`src/rtl/core/imm_pkg.sv`:
```
`default_nettype none

package imm_pkg;

    localparam int ELEM_W   = 32;
    localparam int IDX_W    = 4;
    localparam int SIZE_W   = 5;
    localparam int SIZE_CAP = 16;
    localparam int CFG_ADDR_W = 3;

    localparam logic [SIZE_W-1:0] SIZE_RESET = 5'd16;

    // request codes; code 3 is unused and dropped
    localparam logic [1:0] REQ_LOAD_A = 2'd0;
    localparam logic [1:0] REQ_LOAD_B = 2'd1;
    localparam logic [1:0] REQ_ROW    = 2'd2;

    // register index as decoded from paddr[2]
    localparam logic REG_ACTIVE_SIZE = 1'b0;

    typedef enum logic [1:0] {
        ST_IDLE,
        ST_FEED,
        ST_WAIT,
        ST_DRAIN
    } state_t;

    // element of A travelling down the cell chain
    typedef struct packed {
        logic              vld;
        logic              first;
        logic              last;
        logic [ELEM_W-1:0] a;
        logic [IDX_W-1:0]  k;
    } link_t;

    typedef struct packed {
        logic              done;
        logic [ELEM_W-1:0] acc;
    } cell_stat_t;

endpackage

`default_nettype wire

```
`src/rtl/core/imm_ram.sv`:
```
`default_nettype none

module imm_ram #(
    parameter int WIDTH = 32,
    parameter int DEPTH = 16,
    localparam int AW = (DEPTH > 1) ? $clog2(DEPTH) : 1
) (
    input  logic             clk,
    input  logic             we,
    input  logic [AW-1:0]    waddr,
    input  logic [WIDTH-1:0] wdata,
    input  logic [AW-1:0]    raddr,
    output logic [WIDTH-1:0] rdata
);

    logic [WIDTH-1:0] mem [DEPTH];
    logic [WIDTH-1:0] rdata_reg;

    always_ff @(posedge clk)
    begin
        if (we)
        begin
            mem[waddr] <= wdata;
        end
        rdata_reg <= mem[raddr];
    end

    assign rdata = rdata_reg;

endmodule

`default_nettype wire

```
`src/rtl/core/imm_cell.sv`:
```
`default_nettype none

module imm_cell #(
    parameter int DEPTH = 16
) (
    input  logic                         clk,
    input  logic                         rst_n,
    input  imm_pkg::link_t               link_in,
    output imm_pkg::link_t               link_out,
    input  logic                         b_we,
    input  logic [imm_pkg::IDX_W-1:0]    b_waddr,
    input  logic [imm_pkg::ELEM_W-1:0]   b_wdata,
    output imm_pkg::cell_stat_t          stat
);

    import imm_pkg::*;

    localparam int AW = (DEPTH > 1) ? $clog2(DEPTH) : 1;

    logic              s1_vld_reg;
    logic              s1_first_reg;
    logic              s1_last_reg;
    logic [ELEM_W-1:0] s1_a_reg;
    logic [IDX_W-1:0]  s1_k_reg;
    logic [ELEM_W-1:0] b_rd;

    logic              v2_reg;
    logic              f2_reg;
    logic              l2_reg;
    logic [ELEM_W-1:0] prod_reg;
    logic [ELEM_W-1:0] prod_next;

    logic [ELEM_W-1:0] acc_reg;
    logic [ELEM_W-1:0] acc_next;
    logic              done_reg;
    logic              done_next;

    // column of B held by this cell, addressed by row k
    imm_ram #(
        .WIDTH (ELEM_W),
        .DEPTH (DEPTH)
    ) u_b_col (
        .clk   (clk),
        .we    (b_we),
        .waddr (b_waddr[AW-1:0]),
        .wdata (b_wdata),
        .raddr (link_in.k[AW-1:0]),
        .rdata (b_rd)
    );

    // low 32 bits of the product are the same signed or unsigned
    assign prod_next = s1_a_reg * b_rd;
    assign acc_next  = f2_reg ? prod_reg : acc_reg + prod_reg;
    assign done_next = v2_reg && l2_reg;

    always_ff @(posedge clk or negedge rst_n)
    begin
        if (!rst_n)
        begin
            s1_vld_reg <= 1'b0;
            v2_reg     <= 1'b0;
            done_reg   <= 1'b0;
        end
        else
        begin
            s1_vld_reg <= link_in.vld;
            v2_reg     <= s1_vld_reg;
            done_reg   <= done_next;
        end
    end

    always_ff @(posedge clk)
    begin
        s1_first_reg <= link_in.first;
        s1_last_reg  <= link_in.last;
        s1_a_reg     <= link_in.a;
        s1_k_reg     <= link_in.k;
        f2_reg       <= s1_first_reg;
        l2_reg       <= s1_last_reg;
        prod_reg     <= prod_next;
        if (v2_reg)
        begin
            acc_reg <= acc_next;
        end
    end

    // hand the A element to the next column in the cycle after it arrives
    always_comb
    begin
        link_out.vld   = s1_vld_reg;
        link_out.first = s1_first_reg;
        link_out.last  = s1_last_reg;
        link_out.a     = s1_a_reg;
        link_out.k     = s1_k_reg;
    end

    always_comb
    begin
        stat.done = done_reg;
        stat.acc  = acc_reg;
    end

endmodule

`default_nettype wire

```
`config.mk`:
```
export PLATFORM = sky130hd
export DESIGN_NAME = imm_cell
export DESIGN_NICKNAME = d
export VERILOG_FILES = /design/src/rtl/core/imm_pkg.sv /design/src/rtl/core/imm_ram.sv /design/src/rtl/core/imm_cell.sv
export SDC_FILE = /design/constraint.sdc
export NUM_CORES = 2
export LEC_CHECK = 0
export ABC_CLOCK_PERIOD_IN_PS = 10700
export BUFFER_PORTS_ARGS = -buffer_cell sky130_fd_sc_hd__buf_2
export CAP_MARGIN = 20
export CORE_MARGIN = 2
export CORE_UTILIZATION = 35
export CTS_BUF_LIST = sky130_fd_sc_hd__clkbuf_16
export DETAILED_ROUTE_END_ITERATION = 10
export GPL_TIMING_DRIVEN = 1
export SLEW_MARGIN = 30
export SYNTH_ARGS = -nofsm -noshare
export SYNTH_HDL_FRONTEND = slang
export SYNTH_SLANG_ARGS = --single-unit
```
`constraint.sdc`:
```
create_clock -name clk -period 10.7 [get_ports clk]
set_clock_uncertainty 0.15 [all_clocks]
set_input_delay 1.605 -clock clk [delete_from_list [all_inputs] [get_ports clk]]
set_output_delay 1.605 -clock clk [all_outputs]
set_load 0.005 [all_outputs]
```
==> results.txt <==
Vias in the first global route -> 23.9k
Detailed Route WL -> 96300 um
Syn-to-layout area delta -> 12.7%
CP cell instances -> and2_1, fa_1, fa_1, fa_1, inv_1, fa_1, inv_1, fa_1, inv_1, fa_1, inv_1, fa_1, fa_1, ha_1, and2_1, a311o_1, a21o_1, a311oi_1, o31a_2, o21ai_2, a211o_1, a21oi_2, xnor2_1
Tmin final -> 7.77 ns
Max FFs per register -> 512
Worst Tran Pin Value -> 0.995 ns
Total Nets Final -> 3657
Fillers -> 10.5k
Worst R2R Path Depth -> 23
Top FF cell, synth -> edfxtp_1
Setup-failing EPs final -> 0
Critical path class -> register to register
Top delay family on crit path -> adder cells
Flop2flop setup slack -> 2.93 ns
DP HPWL -> 62700 um
Crit path capture type -> register
Cells after synthesis -> 2883
GRT Overall Usage -> 17.0%
Antenna viol nets, final -> 0
Netlist cell types -> 62
Initial antenna violation count -> 13
Die H -> 341 um
Synth top area cells -> edfxtp_1 (41%), fa_1 (21%), mux4_2 (9.1%)
RSZ-0062 raised after global routing -> no
Clk_lat worst skew -> 0.67 ns
Top cell type's share of synthesized area -> 41.1%
Reg-to-reg endpoint -> prod_reg[30]
Number of setup buffers added after CTS -> 0
Clock Path Buffers -> 3
Worst Path Max Fanout -> 21
Pre-Repair DR Iteration Count -> 5
Data required, critical path -> 11.14 ns
Most flops, register -> u_b_col.mem
Post-synthesis async set-or-reset flop share -> 0.461%
Worst path bufs/invs -> 4
Cts hold-fix bufs -> 0
Most common cell after layout, fill and taps aside -> edfxtp_1
Initial Utilization -> 35.3%
Crit-path max cell delay -> 0.97 ns
Clock Sinks -> 651
Worst path most repeated cell -> fa_1
Setup crit start kind -> register
Clk root buf -> clkbuf_16
I/O pin cnt -> 150
Num rows -> 123
Crit path to -> prod_reg[30]
Most frequent cells in the layout -> edfxtp_1 (544), inv_1 (422), fa_1 (409), nand2_1 (316), and2_1 (275)
Worst hold-check path type -> register to register
Core ar. -> 113000 um2
# H-tree levels -> 3
Sequential share of the synthesized area -> 46.5%
First-pass GRT wire length -> 149000 um
Clk slew on worst S/H paths -> 0.06 ns
Avg Inst Size Synth -> 13.8 um2
Final Util -> 39.8%
Dpl cell area -> 42300 um2
TritonCTS buffer count -> 73
Worst path depth -> 23
Congestion Overflow GR -> 0
Largest net degree at the start of global routing -> 79
# DRC -> 0
Slew headroom -> 33.5%
Vias -> 22.4k
Buffers added on ports -> 149
Status -> complete, no violations
GPL Wtd Cong -> 0.834
Setup crit start -> s1_a_reg[12]
Slowest-stage cell, CP -> dfxtp_1
Number of synthesized flops with an enable pin -> 544
Final Hold Vio Count -> 0
Slew Limit Fails -> 0
Fmax -> 0.129 GHz
Yosys top cell by area -> edfxtp_1
Syn Std Cell Area -> 39800 um2
Worst R2R Start -> s1_a_reg[12]
Final instance area -> 44800 um2
CTS tree -> built
Synth Register Bits -> 651
Initial DRC Count -> 1727
Post-CTS Resized -> 0
Total negative setup slack -> 0 ns
DR WL/cell -> 21.1 um
Die width -> 341 um
Vias per cell -> 4.89
Mapped Nets -> 3524
Die area -> 116000 um2
Period utilization -> 72.6%
Layout cells sized above 1 -> 16.1%
YS warnings -> 0
Hold depth -> 0
Worst path arrival time -> 8.21 ns
Max-Cap Viols -> 0
-- cell usage after synthesis, types with 39 or more instances --
| cell | n |
|---|---|
| mux4_2 | 160 |
| dfxtp_1 | 104 |
| fa_1 | 409 |
| nand2_1 | 316 |
| inv_1 | 407 |
| o21ai_0 | 48 |
| ha_1 | 154 |
| a21oi_1 | 41 |
| clkbuf_1 | 116 |
| edfxtp_1 | 544 |
| nor2_1 | 39 |
| and2_1 | 275 |
| xnor2_1 | 87 |
-- final cells by class --
class	count	area [um2]	area share, %
multi-input combinational	1691	19400	43.2
sequential	651	18500	41.3
tap	1500	1880	4.19
clock buffer	74	1850	4.13
inverter	407	1530	3.41
timing repair buffer	192	1120	2.51
clock inverter	59	596	1.33
antenna	3	7.51	0.0167
-- kinds of logic (layout without fill, tap and decap cells) --
| family | count (synthesis) | count (layout) | synth area share (%) |
|---|---|---|---|
| muxes | 164 | 164 | 9.17 |
| and+or+nand+nor | 676 | 676 | 8.39 |
| xor gates and xnor gates | 114 | 114 | 2.51 |
| buffers and inverters | 541 | 732 | 5.15 |
| other | 0 | 3 | 0 |
| AOI/OAI and AO/OA | 174 | 174 | 2.88 |
| DFF | 651 | 651 | 46.5 |
| adders and majority gates | 563 | 563 | 25.4 |
-- stage by stage --
stage	hold slack (ns)	cells	worst slack, ns
3_5_place_dp	0.186	4439	2.92
6_report	0.195	4577	2.93
3_3_place_gp	0.179	4439	2.96
2_1_floorplan	0.182	2883	3.62
4_1_cts	0.197	4572	2.96
5_1_grt	0.204	4574	2.63
-- layer usage --
layer | track usage (%) | vias to the layer above | share of wire (%)
met5 | 0 | - | 0.053
met4 | 3.61 | 8 | 1.6
met3 | 2.96 | 100 | 6.5
met1 | 24.1 | 11700 | 45
li1 | - | 9934 | -
met2 | 27.6 | 647 | 47
-- worst min-delay path by stage --
stage	start	slack (ns)	endpoint
after global placement	s1_last_reg	0.18	l2_reg
after detailed placement	s1_last_reg	0.19	l2_reg
after global routing	s1_last_reg	0.20	l2_reg
after CTS	s1_last_reg	0.20	l2_reg
after floorplan	s1_first_reg	0.18	f2_reg
final	s1_last_reg	0.19	l2_reg
-- worst register-to-register path, stage by stage (launching register included) --
cell,delay [ns]
dfxtp_1,0.97
and2_1,0.27
fa_1,0.44
fa_1,0.50
fa_1,0.52
inv_1,0.05
fa_1,0.51
inv_1,0.06
fa_1,0.51
inv_1,0.06
fa_1,0.52
inv_1,0.05
fa_1,0.49
fa_1,0.41
ha_1,0.37
and2_1,0.21
a311o_1,0.32
a21o_1,0.18
a311oi_1,0.25
o31a_2,0.24
o21ai_2,0.10
a211o_1,0.28
a21oi_2,0.15
xnor2_1,0.12
Power is not shown: default switching activity piles up to over one toggle a cycle in this logic, so the estimate is an artifact.
