## src/rtl/core/imm_ram.sv

```systemverilog
`default_nettype none

module imm_ram #(
    parameter int WIDTH = 32,
    parameter int DEPTH = 16,
    localparam int AW = (DEPTH > 1) ? $clog2(DEPTH) : 1
) (
    input  logic             clk,
    input  logic             we,
    input  logic [AW-1:0]    waddr,
    input  logic [WIDTH-1:0] wdata,
    input  logic [AW-1:0]    raddr,
    output logic [WIDTH-1:0] rdata
);

    logic [WIDTH-1:0] mem [DEPTH];
    logic [WIDTH-1:0] rdata_reg;

    always_ff @(posedge clk)
    begin
        if (we)
        begin
            mem[waddr] <= wdata;
        end
        rdata_reg <= mem[raddr];
    end

    assign rdata = rdata_reg;

endmodule

`default_nettype wire

```

## config.mk

```make
export PLATFORM = sky130hd
export DESIGN_NAME = imm_ram
export DESIGN_NICKNAME = d
export VERILOG_FILES = /design/src/rtl/core/imm_ram.sv
export SDC_FILE = /design/constraint.sdc
export NUM_CORES = 1
export LEC_CHECK = 0
export ABC_AREA = 1
export BUFFER_PORTS_ARGS = -buffer_cell sky130_fd_sc_hd__buf_4
export CORE_MARGIN = 3
export CORE_UTILIZATION = 45
export CTS_CLUSTER_SIZE = 14
export DETAILED_ROUTE_END_ITERATION = 16
export HOLD_SLACK_MARGIN = 0.05
export PLACE_DENSITY_LB_ADDON = 0.1
export REMOVE_ABC_BUFFERS = 1
export SETUP_SLACK_MARGIN = 0.2
export SKIP_CTS_REPAIR_TIMING = 1
export SYNTH_ARGS = -nofsm -noshare
export SYNTH_HDL_FRONTEND = slang
export SYNTH_SLANG_ARGS = --single-unit
```

## constraint.sdc

```tcl
create_clock -name clk -period 1.8 [get_ports clk]
set_input_delay 0 -clock clk [delete_from_list [all_inputs] [get_ports clk]]
set_output_delay 0 -clock clk [all_outputs]
set_load 0.005 [all_outputs]
```

==> impl_metrics.csv, run 1 <==
group,metric,value,unit
outcome,status,"finished clean",
sta,post-route-period-util,65.1,%
sta,skew,0.00895,ns
placement,post-dp-hpwl,28900,um
synth,synth_top_area_share,67.6,%
detailed_routing,first_pass_iters,5,
synth,synth_warnings,0,
pwr,p_seq_share,50.9,%
setup_path,timing.rr.end,"rdata[29]",
global_route,grt_overflow,0,
synth,yosysSeqAreaShare,70.5,%
cts,numCtsBuffers,57,
pwr,share_comb_of_total_power,6.5,%
setup_path,setup.worst_path.class,"in -> reg",
synth,syn_inst,2120,
setup_path,worstPathArrival,1.61,ns
sta,worstMarginPinSlew,0.496,ns
synth,yosysMostFrequentCell,"nand2_1",
layout,area_growth,16.8,%
run,cap_violations,0,
floorplanning,core,49500,um^2
global_route,grt_usage,20.3,%
setup_path,crit_fanout,17,
floorplanning,std_cell_rows,81,
detailed_routing,drc,0,
detailed_routing,vias,14500,
global_route,grt_pass1_vias,13700,
detailed_routing,drt_first_iter_violations,1283,
layout,final_util,53.7,%
min_path,whs_path_depth,6,
setup_path,cp-start-kind,"input pin",
synth,synth_top_area_cell,"edfxtp_1",
detailed_routing,wl,54000,um
sta,setup_viol,0,
synth,ys.flop_type,"edfxtp_1",
synth,synthArstFlopShare,0,%
synth,avgSynthCellArea,10.7,um^2
cts,clock_latency,0.60,ns
floorplanning,die_width,231,um
sta,slew-limit-headroom,66.9,%
pwr,switching_share,21.4,%
synth,synth_edf_count,512,
placement,place_inst,2804,
sta,hold_viol,0,
pwr,p_leak,11.2,nW
detailed_routing,viasPerCell,4.92,
global_route,grt_max_degree,97,
synth,ys_ff_latch,544,
detailed_routing,post_drt_wl_per_cell,18.3,um
global_route,grt_pass1_wl,82600,um
setup_path,r2r_slack,0.74,ns
cts,htree_levels,2,
pwr,p_switching,5.98,mW
synth,synth_area,22700,um^2
cts,numClockSinks,544,
floorplanning,initial_utilization,46.0,%
sta,min_period,1.17,ns
layout,final_cell_count_no_fill,2944,
layout,nets,2275,
setup_path,startpoint,"raddr[3]",
floorplanning,ios,74,
global_route,antenna_found_initial,1,
cts,clockBufferDepth,3,
setup_path,crit_required,2.24,ns
layout,drive_above_1_share,9.83,%
floorplanning,dieArea,53200,um^2
synth,yosysUniqueCellTypes,15,
pwr,power_frac_clock,42.6,%
layout,largest_register_ffs,512,
placement,portBuffers,73,
sta,grt_setup_unrepaired,"no",
sta,drv_slew,0,
setup_path,worstSetupEndpointType,"flop",
min_path,min_path_type,"in -> reg",
pwr,max-vdd-ir-drop,0.722,mV
pwr,total_power,28.0,mW
setup_path,reg2reg_from,"mem[15][29]",
min_path,holdPathEnd,"rdata[18]",
sta,hold_ws,0.0108,ns
synth,synth_commonest_cells,"nand2_1, edfxtp_1, inv_1",
sta,finalSetupTns,0,ns
detailed_routing,ant_nets,0,
floorplanning,die_h,231,um
min_path,min_from,"raddr[0]",
setup_path,reg2reg_depth,6,
placement,place.gp.congestion,0.753,
sta,max_freq,854,MHz
synth,yosys-top-cells-area,"edfxtp_1, nand2_1, nand3_1, inv_1, dfxtp_1",
pwr,internal_power,22.0,mW
cts,cts_root_buf,"clkbuf_16",
pwr,p_per_area,1050,nW/um^2
cts,path_clk_slew,0.06,ns
cts,cts_tree,"done",
==> layer usage <==
layer / global-route usage, % / vias to the layer above / wire (um)
li1: - / 7078 / -
met1: 29.6 / 7000 / 25300
met2: 32.2 / 337 / 24600
met3: 3.44 / 84 / 3000
met4: 4.88 / 0 / 1100
met5: 0 / - / 0
==> cell usage in the layout (no fill, tap or decap), drive strengths merged <==
master / count
buf: 124
bufinv: 7
clkbuf: 89
clkinv: 8
clkinvlp: 2
dfxtp: 32
diode: 1
dlygate4sd3: 34
edfxtp: 512
inv: 390
nand2: 677
nand3: 385
nand3b: 2
nor2: 17
==> how the worst max path moves through the flow <==
stage	end	slack, ns	cells after the start
6_report	rdata[29]	0.63	6
5_1_grt	rdata[23]	0.62	1
4_1_cts	rdata[23]	0.64	1
3_5_place_dp	mem[4][22]	0.39	4
3_3_place_gp	mem[4][22]	0.42	4
2_1_floorplan	rdata[0]	-0.54	5
==> per-stage QoR <==
stage,instance area (um^2),setup WS [ns]
after floorplan,22000,-0.539
after global placement,24300,0.423
after detailed placement,24300,0.390
after CTS,26200,0.637
after global routing,26500,0.621
final,26500,0.629
==> power by group through the flow <==
stage	sequential (mW)	combinational [mW]	clock (mW)
4_1_cts	14.2	1.77	12.2
5_1_grt	14.3	2.01	12.7
6_report	14.2	1.81	11.9
3_5_place_dp	14.5	1.77	0
3_3_place_gp	14.5	1.75	0
2_1_floorplan	14.5	0.741	0
==> kinds of logic after synthesis <==
group,share of synthesized area [%]
buffers and inverters,9.54
AND/OR/NAND/NOR,20.0
flip-flops,70.5
==> worst max-delay path, stage by stage <==
cell           delay [ns]
dlygate4sd3_1        0.53
buf_4                0.33
inv_2                0.25
buf_12               0.24
nand3_1              0.09
nand2_1              0.15
==> cell type report <==
| type | instances | area (um^2) |
|---|---|---|
| Clock inverter | 17 | 264 |
| Multi-Input combinational cell | 1081 | 4670 |
| Timing Repair Buffer | 159 | 1660 |
| Inverter | 390 | 1470 |
| Fill cell | 4366 | 22900 |
| Tap cell | 664 | 831 |
| Sequential cell | 544 | 16000 |
| Clock buffer | 88 | 1630 |
| Antenna cell | 1 | 2.50 |
Power figures use the tool's default switching activity.
==> run 2, diff against run 1 <==
--- a/config.mk
+++ b/config.mk
@@ -5,7 +5,7 @@
 export SDC_FILE = /design/constraint.sdc
 export NUM_CORES = 1
 export LEC_CHECK = 0
-export ABC_AREA = 1
+export ABC_AREA = 0
 export BUFFER_PORTS_ARGS = -buffer_cell sky130_fd_sc_hd__buf_4
 export CORE_MARGIN = 3
 export CORE_UTILIZATION = 45
==> constraint.sdc (replaced) <==
create_clock -name clk -period 1.1 [get_ports clk]
set_input_delay 0 -clock clk [delete_from_list [all_inputs] [get_ports clk]]
set_output_delay 0 -clock clk [all_outputs]
set_load 0.005 [all_outputs]
==> run 2 against run 1 <==
Net effect:
- the flow now finishes with violations (hold timing, setup timing)
- sequential share of layout area is 4.4 points higher
- die area shrank 12%
- first-iteration DRC count fell by 36%
- clock-buffer cell count down 7
- synthesized area is 13% lower
- total power up 57%
- critical path depth decreased by 3
- sequential power rose by 65%
- design area fell by 6.6%
- final cell count decreased by 43%
- synthesized cell count down 60%
- sequential cell count unchanged
- critical endpoint is now rdata[8]
==> impl_metrics.csv, run 2 <==
group,metric,value,unit
synth,yosysUniqueCellTypes,18,
floorplanning,die_h,216,um
sta,fin_ws,-0.186,ns
setup_path,worstPathCellList,"mux4_2 -> a22oi_1 -> nand2_1",
setup_path,worstSetupEndpointType,"flop",
floorplanning,initial_utilization,45.8,%
placement,portBuffers,73,
floorplanning,ios,74,
layout,layout_commonest_cell,"edfxtp_1",
cts,cts_tree,"done",
min_path,holdPathEnd,"rdata[8]",
min_path,min_from,"raddr[2]",
detailed_routing,viasPerCell,5.54,
detailed_routing,first_pass_iters,7,
outcome,violations,"hold timing, setup timing",
synth,ys_ff_latch,544,
placement,place_inst,1549,
min_path,whs_path_depth,4,
layout,area_growth,24.9,%
setup_path,worstPathArrival,1.76,ns
pwr,internal_power,35.2,mW
layout,final_cell_mix,"edfxtp_1, mux4_2, buf_4",
synth,yosysSeqAreaShare,80.7,%
global_route,grt_pass1_wl,65500,um
sta,slew-limit-headroom,48.0,%
setup_path,crit_fanout,1,
floorplanning,dieArea,46700,um^2
synth,synth_area,19900,um^2
sta,setup_viol,32,
floorplanning,core,43400,um^2
sta,finalSetupTns,-4.37,ns
global_route,antenna_found_initial,1,
synth,avgSynthCellArea,23.7,um^2
layout,multi_input_area,3870,um^2
cts,clock_latency,0.58,ns
layout,nets,1099,
setup_path,cpPeakStageDelay,0.50,ns
setup_path,timing.rr.end,"rdata[8]",
sta,drv_slew,0,
global_route,grt_max_degree,33,
pwr,power_frac_clock,40.7,%
synth,syn_inst,838,
sta,hold_ws,-0.0238,ns
synth,synthArstFlopShare,0,%
synth,synth_top_area_cell,"edfxtp_1",
detailed_routing,drt_first_iter_violations,827,
setup_path,setup.worst_path.class,"reg -> reg",
layout,num_antenna_cells,0,
sta,max_freq,777,MHz
sta,grt_setup_unrepaired,"yes",
cts,path_clk_slew,0.06,ns
layout,fin_area,24800,um^2
setup_path,crit_required,1.57,ns
detailed_routing,post_drt_wl_per_cell,26.0,um
global_route,grt_overflow,0,
pwr,p_seq_share,53.3,%
global_route,grt_usage,19.1,%
synth,synth_warnings,0,
sta,min_period,1.29,ns
sta,hold_viol,7,
synth,yosysMostFrequentCell,"edfxtp_1",
synth,synth_commonest_cells,"edfxtp_1, mux4_2, a22oi_1",
placement,place.gp.congestion,0.723,
pwr,p_per_area,1770,nW/um^2
cts,clockBufferDepth,3,
detailed_routing,wl,43900,um
min_path,min_path_type,"in -> reg",
setup_path,r2r_slack,-0.19,ns
sta,skew,0.0115,ns
pwr,max-vdd-ir-drop,1.24,mV
layout,n_fill_cell,3218,
placement,post-dp-hpwl,25700,um
setup_path,reg2reg_from,"mem[3][8]",
outcome,status,"complete, but fails checks",
pwr,p_leak,8.09,nW
detailed_routing,drc,0,
run,cap_violations,0,
setup_path,reg2reg_depth,3,
cts,numClockSinks,544,
synth,yosys-top-cells-area,"edfxtp_1, mux4_2, dfxtp_1, a22oi_1, nand2_1",
pwr,share_comb_of_total_power,6.0,%
global_route,grt_pass1_vias,10100,
sta,post-route-period-util,117,%
layout,final_cell_count_no_fill,1688,
pwr,switching_share,19.9,%
cts,cts_root_buf,"clkbuf_16",
floorplanning,std_cell_rows,76,
pwr,p_switching,8.72,mW
floorplanning,die_width,216,um
setup_path,crit_slowest_cell,"mux4_2",
layout,drive_above_1_share,40.0,%
detailed_routing,ant_nets,0,
layout,largest_register_ffs,512,
synth,synth_edf_count,512,
setup_path,cp-start-kind,"flop",
cts,htree_levels,2,
sta,worstMarginPinSlew,0.778,ns
layout,register_area,16000,um^2
detailed_routing,vias,9358,
placement,dp_slack,-0.488,ns
synth,synth_top_area_share,77.4,%
pwr,total_power,43.9,mW
placement,placed_cell_area,22400,um^2
synth,ys.flop_type,"edfxtp_1",
cts,numCtsBuffers,54,
run 2: changes by cell type after synthesis, sizes merged:
cell / before / now
mux4: 0 / 128
clkbuf: 14 / 17
and2: 0 / 1
a22oi: 0 / 64
nor3: 0 / 4
nor2: 17 / 13
or3b: 0 / 1
inv: 390 / 0
nand3: 385 / 1
buf: 91 / 26
nand2b: 0 / 2
nand2: 677 / 33
nor2b: 0 / 2
run 2: final cells by class:
cell class                 count  share of cell area, %
sequential                   544                   64.7
multi-input combinational    251                   15.6
timing repair buffer         206                   9.66
clock buffer                  81                   6.24
tap                          585                   2.95
clock inverter                21                  0.782
run 2: kinds of logic (layout without fill, tap and decap cells):
| group | Yosys count | count (layout) | share of synthesized area (%) |
|---|---|---|---|
| AO/OA/AOI/OAI | 64 | 64 | 2.42 |
| buffers and inverters | 43 | 308 | 1.12 |
| flip-flops | 544 | 544 | 80.7 |
| multiplexers | 128 | 128 | 14.5 |
| AND/OR/NAND/NOR | 59 | 59 | 1.27 |
run 2: power groups by stage:
stage | clock, mW | combinational, mW | sequential (mW)
2_1_floorplan | 0 | 0.892 | 23.7
3_3_place_gp | 0 | 2.36 | 23.7
3_5_place_dp | 0 | 2.43 | 23.8
4_1_cts | 18.3 | 2.44 | 23.3
5_1_grt | 19.2 | 2.84 | 23.4
6_report | 17.9 | 2.63 | 23.4
run 2: how the worst max path moves through the flow:
stage               from   endpoint  slack [ns]
6_report       mem[3][8]   rdata[8]       -0.19
3_3_place_gp    raddr[0]  rdata[18]       -0.48
2_1_floorplan   waddr[2]  mem[0][0]       -2.08
4_1_cts        mem[3][9]   rdata[9]       -0.24
3_5_place_dp    raddr[0]  rdata[18]       -0.49
5_1_grt        mem[3][9]   rdata[9]       -0.23
run 2: through the flow:
| stage | hold slack [ns] | util, % |
|---|---|---|
| 3_5_place_dp | 0.298 | 51.7 |
| 6_report | -0.0238 | 57.2 |
| 2_1_floorplan | 0.0989 | - |
| 5_1_grt | -0.0311 | 57.2 |
| 3_3_place_gp | 0.283 | 51.7 |
| 4_1_cts | -0.325 | 55.7 |
run 2: per-layer routing:
metal / track usage [%] / vias to the layer above / wire [um]
met5: 0 / - / 13
met4: 4.84 / 2 / 853
met1: 28.0 / 5005 / 19400
li1: - / 4019 / -
met2: 30.4 / 270 / 21200
met3: 3.39 / 62 / 2390
run 2: worst max-delay path, delay by kind of cell, from the launching register on:
kind	cells	cell delay, ns
compound gates	1	0.23
mux	1	0.50
flops	1	0.37
simple gates	1	0.07
==> run 3, diff against run 2 <==
==> constraint.sdc (replaced) <==
create_clock -name clk -period 1.1 [get_ports clk]
set_input_delay 0 -clock clk [delete_from_list [all_inputs] [get_ports clk]]
set_output_delay 0 -clock clk [all_outputs]
set_load 0.05 [all_outputs]
==> run 3 against run 2 <==
Net effect:
- sequential cell count did not move
- sequential power barely moved
- non-clock buffer count did not move
- clock power barely moved
- register-to-register slack barely moved
- combinational power rose by 23%
- the flow still finishes with violations (hold timing, setup timing)
- total power rose by 1.4%
- sequential share of layout area fell by 0.30 points
- worst setup slack barely moved
==> impl_metrics.csv, run 3 (synthesis results as in run 2) <==
group,metric,value,unit
outcome,status,"complete, but fails checks",
outcome,violations,"hold timing, setup timing",
pwr,internal_power,35.3,mW
setup_path,timing.rr.end,"rdata[8]",
setup_path,crit_path_end,"rdata[8]",
setup_path,worstPathArrival,1.76,ns
pwr,share_comb_of_total_power,7.3,%
setup_path,startpoint,"mem[3][8]",
layout,num_antenna_cells,0,
detailed_routing,wl,43900,um
detailed_routing,drc,0,
sta,skew,0.0129,ns
setup_path,cp.buffers_inverters,0,
floorplanning,std_cell_rows,76,
detailed_routing,vias,9393,
cts,htree_levels,2,
pwr,max-vdd-ir-drop,1.23,mV
setup_path,crit_slowest_cell,"mux4_2",
setup_path,setup.worst_path.class,"reg -> reg",
sta,fin_ws,-0.186,ns
global_route,antenna_found_initial,1,
setup_path,r2r_slack,-0.19,ns
setup_path,reg2reg_depth,3,
setup_path,cp.depth,3,
sta,max_freq,778,MHz
detailed_routing,route.met2.wl,21300,um
sta,hold_ws,-0.0231,ns
pwr,p_leak,8.13,nW
floorplanning,core,43400,um^2
cts,clock_latency,0.58,ns
sta,min_period,1.29,ns
sta,hold_viol,7,
setup_path,cpPeakStageDelay,0.50,ns
floorplanning,die_h,216,um
sta,worstMarginPinSlew,0.777,ns
detailed_routing,drt_first_iter_violations,836,
detailed_routing,first_pass_iters,7,
pwr,p_per_area,1790,nW/um^2
sta,drv_slew,0,
pwr,power_frac_clock,40.1,%
pwr,p_switching,9.21,mW
placement,portBuffers,73,
layout,drive_above_1_share,40.3,%
cts,clockBufferDepth,3,
setup_path,cpLargestDelayFamily,"multiplexers",
detailed_routing,ant_nets,0,
placement,place.gp.congestion,0.723,
setup_path,crit_required,1.57,ns
placement,place_inst,1549,
cts,numCtsBuffers,54,
global_route,grt_pass1_wl,65500,um
global_route,grt_max_degree,33,
detailed_routing,wl_met1,19600,um
cts,cts_root_buf,"clkbuf_16",
floorplanning,die_width,216,um
layout,area_growth,25.6,%
sta,grt_setup_unrepaired,"yes",
setup_path,worstPathCellList,"mux4_2 -> a22oi_1 -> nand2_1",
detailed_routing,viasPerCell,5.56,
detailed_routing,post_drt_wl_per_cell,26.0,um
sta,setup_viol,33,
floorplanning,dieArea,46700,um^2
sta,post-route-period-util,117,%
pwr,switching_share,20.7,%
detailed_routing,wl_met3,2130,um
layout,largest_register_ffs,512,
cts,path_clk_slew,0.06,ns
floorplanning,initial_utilization,45.8,%
layout,layout_commonest_cell,"edfxtp_1",
pwr,p_seq_share,52.6,%
placement,post-dp-hpwl,25700,um
detailed_routing,routed.top_layer,"met5",
setup_path,crit_fanout,1,
run,cap_violations,0,
setup_path,worstSetupEndpointType,"flop",
setup_path,cp-start-kind,"flop",
layout,final_cell_mix,"edfxtp_1, mux4_2, buf_4",
floorplanning,ios,74,
cts,cts_tree,"done",
setup_path,reg2reg_from,"mem[3][8]",
global_route,grt_pass1_vias,10100,
cts,numClockSinks,544,
min_path,min_path_type,"in -> reg",
sta,slew-limit-headroom,48.1,%
layout,nets,1099,
global_route,grt_usage,19.1,%
global_route,grt_overflow,0,
layout,final_cell_count_no_fill,1688,
## run 3: worst min-delay path by stage
stage	cells past startpoint	from	end
2_1_floorplan	0	wdata[0]	mem[0][0]
6_report	4	raddr[2]	rdata[8]
4_1_cts	1	wdata[29]	mem[6][29]
3_3_place_gp	1	wdata[26]	mem[9][26]
3_5_place_dp	1	wdata[29]	mem[15][29]
5_1_grt	4	raddr[2]	rdata[8]
## run 3: area by class of cell
cell class | count | area (um^2)
clock buffer | 81 | 1550
clock inverter | 21 | 194
fill | 3203 | 18400
multi-input combinational | 251 | 3870
sequential | 544 | 16100
tap | 585 | 732
timing repair buffer | 206 | 2520
## run 3: per-stage QoR
stage	TNS [ns]	power [mW]	area, um^2	setup WS [ns]	util [%]
2_1_floorplan	-615.55	25.1	19600	-2.08	-
3_3_place_gp	-106.35	26.6	22400	-0.482	51.7
3_5_place_dp	-115.70	26.7	22400	-0.488	51.7
4_1_cts	-7.10	44.5	24100	-0.236	55.7
5_1_grt	-6.69	46.0	24900	-0.228	57.5
6_report	-4.40	44.5	24900	-0.186	57.5
## run 3: layer usage
| metal | GRT usage (%) | vias to the layer above |
|---|---|---|
| met5 | 0 | - |
| li1 | - | 4018 |
| met2 | 30.4 | 254 |
| met3 | 3.39 | 62 |
| met4 | 4.84 | 2 |
| met1 | 28.0 | 5057 |
## run 3: power by group through the flow
stage / Sequential (mW) / Clock, mW / Combinational (mW)
after floorplan: 24.2 / 0 / 0.892
after global placement: 23.7 / 0 / 2.85
after detailed placement: 23.8 / 0 / 2.92
after CTS: 23.3 / 18.3 / 2.93
after global routing: 23.4 / 19.2 / 3.44
final: 23.4 / 17.9 / 3.23
## run 3: tightest hold or removal path, cell delays in order
cell	delay [ns]
buf_4	0.10
nor2b_4	0.13
a22oi_1	0.21
nand2_1	0.06
